## src/ffal_pkg.sv

```systemverilog
// ----------------------------------------------------------------------------
// ffal_pkg
// Shared types and constants for the first-fit free-list allocator.
// ----------------------------------------------------------------------------
package ffal_pkg;

  localparam int HEAP_BYTES   = 4096;
  localparam int HEADER_BYTES = 12;
  localparam int ALIGN_BYTES  = 8;
  localparam int OFF_W        = 12;
  localparam int SIZE_W       = 13;

  typedef enum logic [1:0] {
    ST_OK    = 2'd0,
    ST_ZERO  = 2'd1,
    ST_NOFIT = 2'd2
  } status_t;

  typedef enum logic [1:0] {
    RS_ZERO  = 2'd0,
    RS_ALLOC = 2'd1,
    RS_FREE  = 2'd2
  } res_sel_t;

  typedef enum logic [0:0] {
    K_ALLOC = 1'b0,
    K_FREE  = 1'b1
  } kind_t;

  typedef struct packed {
    logic [0:0]       kind;
    logic [OFF_W-1:0] request_size;
    logic [OFF_W-1:0] free_offset;
  } in_item_t;

  typedef struct packed {
    logic [OFF_W-1:0] data_offset;
    logic [1:0]       status;
  } out_item_t;

  typedef struct packed {
    logic     rebuild;
    logic     load;
    logic     rd;
    logic     adv;
    logic     latch_link;
    logic     wr_split;
    logic     wr_cur;
    logic     wr_link;
    logic     free_op;
    logic     res_load;
    status_t  res_status;
    res_sel_t res_sel;
  } cmd_t;

  typedef struct packed {
    logic req_zero;
    logic head_live;
    logic fit;
    logic split_ok;
    logic walk_stop;
  } stat_t;

endpackage

```

## src/ffal_ctrl.sv

```systemverilog
// ----------------------------------------------------------------------------
// ffal_ctrl
// Controller: sequences a request through walk, split and relink steps.
// ----------------------------------------------------------------------------
module ffal_ctrl (
  input  logic               clk,
  input  logic               rst,
  input  logic               in_valid,
  input  ffal_pkg::in_item_t in_item,
  output logic               in_stall,
  output logic               out_valid,
  input  logic               out_stall,
  input  ffal_pkg::stat_t    stat,
  output ffal_pkg::cmd_t     cmd
);
  import ffal_pkg::*;

  typedef enum logic [5:0] {
    S_INIT  = 6'b000001,
    S_IDLE  = 6'b000010,
    S_READ  = 6'b000100,
    S_EVAL  = 6'b001000,
    S_SPLIT = 6'b010000,
    S_LINK  = 6'b100000
  } state_t;

  state_t state, state_next;
  logic   accept;

  assign in_stall = (state != S_IDLE) || (out_valid && out_stall);
  assign accept   = in_valid && !in_stall;

  always_comb begin
    cmd        = '0;
    state_next = state;
    case (state)
      S_INIT: begin
        cmd.rebuild = 1'b1;
        state_next  = S_IDLE;
      end
      S_IDLE: begin
        if (accept) begin
          if (in_item.kind == K_FREE) begin
            cmd.free_op    = 1'b1;
            cmd.res_load   = 1'b1;
            cmd.res_status = ST_OK;
            cmd.res_sel    = RS_FREE;
          end else if (stat.req_zero) begin
            cmd.res_load   = 1'b1;
            cmd.res_status = ST_ZERO;
          end else if (!stat.head_live) begin
            cmd.res_load   = 1'b1;
            cmd.res_status = ST_NOFIT;
          end else begin
            cmd.load   = 1'b1;
            state_next = S_READ;
          end
        end
      end
      S_READ: begin
        cmd.rd     = 1'b1;
        state_next = S_EVAL;
      end
      S_EVAL: begin
        if (stat.fit) begin
          cmd.latch_link = 1'b1;
          cmd.wr_split   = stat.split_ok;
          state_next     = stat.split_ok ? S_SPLIT : S_LINK;
        end else if (stat.walk_stop) begin
          cmd.res_load   = 1'b1;
          cmd.res_status = ST_NOFIT;
          state_next     = S_IDLE;
        end else begin
          cmd.adv    = 1'b1;
          state_next = S_READ;
        end
      end
      S_SPLIT: begin
        cmd.wr_cur = 1'b1;
        state_next = S_LINK;
      end
      S_LINK: begin
        cmd.wr_link    = 1'b1;
        cmd.res_load   = 1'b1;
        cmd.res_status = ST_OK;
        cmd.res_sel    = RS_ALLOC;
        state_next     = S_IDLE;
      end
      default: state_next = S_INIT;
    endcase
  end

  always_ff @(posedge clk) begin
    if (rst) begin
      state     <= S_INIT;
      out_valid <= 1'b0;
    end else begin
      state <= state_next;
      if (cmd.res_load) out_valid <= 1'b1;
      else if (!out_stall) out_valid <= 1'b0;
    end
  end

endmodule

```

## config.mk

```make
export PLATFORM = sky130hd
export DESIGN_NAME = ffal_ctrl
export DESIGN_NICKNAME = d
export VERILOG_FILES = /design/src/ffal_pkg.sv /design/src/ffal_ctrl.sv
export SDC_FILE = /design/constraint.sdc
export NUM_CORES = 1
export LEC_CHECK = 0
export BUFFER_PORTS_ARGS = -buffer_cell sky130_fd_sc_hd__buf_2
export CORE_UTILIZATION = 29
export DETAILED_ROUTE_END_ITERATION = 16
export GPL_ROUTABILITY_DRIVEN = 0
export MAX_ROUTING_LAYER = met4
export PLACE_DENSITY = 0.73
export RECOVER_POWER = 50
export SLEW_MARGIN = 20
export SYNTH_ARGS = -nofsm -noshare
export SYNTH_HDL_FRONTEND = slang
export SYNTH_SLANG_ARGS = --single-unit
```

## constraint.sdc

```tcl
create_clock -name clk -period 1.8 [get_ports clk]
set_input_delay 0 -clock clk [delete_from_list [all_inputs] [get_ports clk]]
set_output_delay 0 -clock clk [all_outputs]
set_load 0.03 [all_outputs]
```

Word-level counts from Yosys, hierarchy flattened
Index checks and enable logic that the tools add are counted.

storage, ports and cells
  bits of input ports = 34
  output and inout port bits = 16
  word-level logic and storage cells = 54
  bits in registers = 7

cells by class
  reduce and logical (&&, ||, !) cells = 6
  muxes and demuxes = 34
  equal/unequal tests = 12

operator list
  operator            count
  $mux 6              7
  $pmux 6 s5          1
  $mux 3              7
  $mux 1              15
  $pmux 3 s3          1
  $ne 2x2->1 const B  4
  $eq 6x1->1 const B  1
  $eq 6x2->1 const B  1
  $eq 6x3->1 const B  1
  $eq 6x4->1 const B  1
  $eq 6x5->1 const B  1
  $eq 6x6->1 const B  1
  $ne 6x2->1 const B  1
  $mux 2              2
  $pmux 2 s2          1
  $reduce_and 4->1    1
  $logic_and 1x1->1   2
  $ne 2x1->1 const B  1
  $reduce_or 2->1     1
  $logic_not 1->1     1
  $logic_or 1x1->1    1

Longest topological paths before layout
  depth after elaboration = 7
  mapped depth = 5
  depth with buffers taken out = 4

Worst setup path before layout
OpenSTA, ideal clock, no wires.

  kind = reg2reg
  start point = register state[4]
  end point = register state[2]
  clock period less this slack = 2237 ps
  cell stages (with the launch flop) = 5
  data arrival time = 2177 ps
  path buffers = 0
  setup time = 60 ps
  required time = 1740 ps
  slack = -437 ps
  cell sequence = dfxtp_1 -> or4_1 -> or2_2 -> nor3_1 -> o21ba_2

on the way
  longest elaborated chain between the ends = 6
  elaborated cells on any way between the ends = 17
  those cells by class = eq/ne (11); mux (1); reduce/logical (5)

ends and longest elaborated chain
  item                               RTL line         source
  start, declared                    ffal_ctrl.sv:27  state_t state, state_next;
  start signal, assigned             ffal_ctrl.sv:98  state <= state_next;
  $ne 6x2->1                         ffal_ctrl.sv:30  assign in_stall = (state != S_IDLE) || (out_valid && out_stall);
  $logic_or 1x1->1                   ffal_ctrl.sv:30
  $logic_not 1->1                    ffal_ctrl.sv:31  assign accept = in_valid && !in_stall;
  $logic_and 1x1->1                  ffal_ctrl.sv:31
  $ne 2x2->1 (no source line)        --
  $reduce_and 4->1 (no source line)  --

Parallel ways exist; a longest one is shown, timed or not.
A chain may end at the register's enable or synchronous reset.

==> key figures <==
Placed design
  • Pre-CTS setup slack: -0.185 ns
  • Placed Cells: 108
  • Post-DP Area: 696 um^2
  • Buffers on Ports: 25
  • Post-DP HPWL: 1.08 mm

Synth
  • Asr flop ratio synth: 0%
  • Warnings from Yosys: 0
  • Flops & latches, synth: 7
  • Avg Inst Size Synth: 7.49 um^2
  • Largest cells by area after synthesis: dfxtp_1 (31%), nand2b_1 (8.2%), nor2_1 (7.4%), or4_1 (6.6%), nor3_1 (4.4%)
  • Synth area leader: dfxtp_1
  • Cell Area, Synth: 457 um^2
  • Number of synthesized flops with an enable pin: 0
  • Syn_nets: 95
  • Share of the synthesized area in the top cell type: 30.7%
  • Most used DFF post-synth: dfxtp_1
  • Sequential-to-total area share from yosys stat: 30.7%
  • Number of distinct library cells after synthesis: 25
  • Syn Inst Count: 61

STA
  • Worst slew pin tran: 0.478 ns
  • Unrepaired setup endpoints after global routing: true
  • Slew margin rel.: 67.7%
  • Worst Clk Skew: 0.00132 ns
  • WHS: 0.0173 ns
  • Final worst-path cycle share: 122%
  • Final Max Slew Viols: 0
  • Setup-failing EPs final: 11
  • Hold Vio Cnt, Final: 0
  • Period minus WS final: 2.20 ns
  • Final critical-path setup slack: -0.404 ns
  • Max Clock Freq: 454 MHz
  • TNS Setup: -2.36 ns

Floorplan
  • Total die area: 1740 um^2
  • # IOs: 50
  • Placement row count: 13
  • Die W: 41.7 um
  • Die H: 41.7 um
  • Placeable Area: 1380 um^2
  • Initial core utilization: 33.0%

Global routing
  • GRT Total Usage: 19.7%
  • Largest net degree at the start of global routing: 9
  • Vias in the first global route: 579
  • First-pass GRT wire length: 2.52 mm
  • Grt total ovfl: 0
  • Initial antenna violation count: 0

Power and ir drop
  • Internal: 0.480 mW
  • Power Total: 0.783 mW
  • Clock share of power: 18.7%
  • PD cells: 850 nW/um^2
  • Sw Pwr: 0.303 mW
  • Logic gate share of total power: 57.0%
  • Sequential power share: 24.4%
  • Sw Ratio: 38.7%
  • Pleak: 0.414 nW
  • Peak VDD IR: 0.000696 V

Clock tree
  • Root Buffer: clkbuf_4
  • Worst skew pair latency: 0.25 ns
  • Sink Count: 7
  • CTS Buf Count: 3
  • CTS H-tree lvls: 1
  • CTS tree: built
  • CTS clk-pin slew, worst paths: 0.06 ns
  • CTS max path bufs: 2

Run
  • Maxcap violations: 0

Cells and area
  • Register area: 144 um^2
  • Area Overhead vs Synth: 102%
  • Final Util: 66.6%
  • Diodes inserted: 0
  • # fillers: 109
  • Multi-input logic area: 402 um^2
  • Layout cells sized above 1: 68.6%
  • Final Non-Filler Cells: 117
  • Nets: 137
  • Post-route cell area: 921 um^2

Outcome
  • Status: finished with violations
  • Failing checks: negative setup slack

Detailed routing
  • Vias: 615
  • Total Wirelength: 1.65 mm
  • Routed Antenna Nets: 0
  • Routed vias/inst: 5.26
  • Initial DRC count: 5
  • Wire length per cell: 14.1 um
  • DR DRC count: 0
  • Router iterations before antenna repair: 4

Setup path
  • Critical path required time: 1.80 ns
  • CP Launch Type: flop
  • Setup Crit Path Kind: reg -> out
  • Critical Path End Type: output port
  • Data arrival, critical path: 2.20 ns
  • Critical path fanouts, max: 2

Min path
  • Class of the worst hold path: in -> reg
-- cells by family after synthesis --
logic type,Yosys count,share of synthesized area (%)
AND/OR/NAND/NOR,36,44.9
AO/OA/AOI/OAI,11,16.4
flip-flops,7,30.7
buffers and inverters,6,6.03
XOR/XNOR,1,1.92
-- layout make-up --
type                    instances  area share (%)
multi-input cells              48            43.6
repair buffers                 39            34.1
flip-flops and latches          7            15.6
clock buffers                   3            2.45
well taps                      15            2.04
inverters                       4            1.63
clock inverters                 1           0.543
-- cells in the final DEF (no fill, tap or decap), types with 2 or more instances in the layout --
| master | n |
|---|---|
| nor3_2 | 2 |
| inv_2 | 2 |
| nand2b_1 | 5 |
| nor2_4 | 4 |
| buf_4 | 11 |
| or4_4 | 4 |
| or4b_4 | 2 |
| clkbuf_4 | 4 |
| dfxtp_2 | 3 |
| nand2_1 | 3 |
| dfxtp_1 | 4 |
| a31oi_1 | 3 |
| nor2_1 | 5 |
| o21ai_0 | 2 |
| buf_6 | 12 |
| or2_4 | 2 |
| buf_2 | 12 |
| inv_1 | 2 |
-- flip-flops by register name, indices dropped and copies added, names as in the netlist --
name and flops:
state 6, out_valid 1
-- worst paths after layout --
path / start / endpoint / slack, ns / cells past startpoint
setup reg to reg: state[2] / out_valid / -0.14 / 6
setup / recovery: state[2] / cmd[3] / -0.40 / 5
hold / removal: stat[1] / state[4] / 0.02 / 3
hold reg to reg: out_valid / out_valid / 0.52 / 2
-- Yosys cell counts (all sizes together), types with 2 or more instances --
cell    number
a31oi        3
buf          2
dfxtp        7
inv          4
nand2        4
nand2b       6
nor2         9
nor3         4
o21ai        3
or2          2
or4          4
or4b         2
-- layer usage --
layer	part of all wire [%]	GRT usage (%)	vias to the layer above
li1	-	-	306
met1	42	22.7	285
met2	53	33.1	22
met3	4.4	4.35	2
met4	0.97	7.74	0
met5	0	-	-
-- what timing repair did --
item,4_1_cts,5_1_grt
setup buffers,1,4
endpoints found under the hold margin,2,0
resized for setup,34,16
endpoints found under the setup margin,13,13
pin swaps,3,7
hold buffers,1,0
-- critical path, cell delays in order (launching register included) --
cell and delay (ns):
dfxtp_2 0.33, or4b_4 0.54, or4_4 0.43, or4_4 0.45
o21ai_4 0.07, buf_6 0.14
-- power groups by stage --
stage | registers, mW | logic, mW | clock network (mW)
after floorplan | 0.203 | 0.187 | 0
after global placement | 0.191 | 0.320 | 0
after detailed placement | 0.194 | 0.324 | 0
after CTS | 0.191 | 0.387 | 0.153
after global routing | 0.192 | 0.467 | 0.162
final | 0.191 | 0.446 | 0.146
No activity file was read; power rests on OpenSTA's default activity.
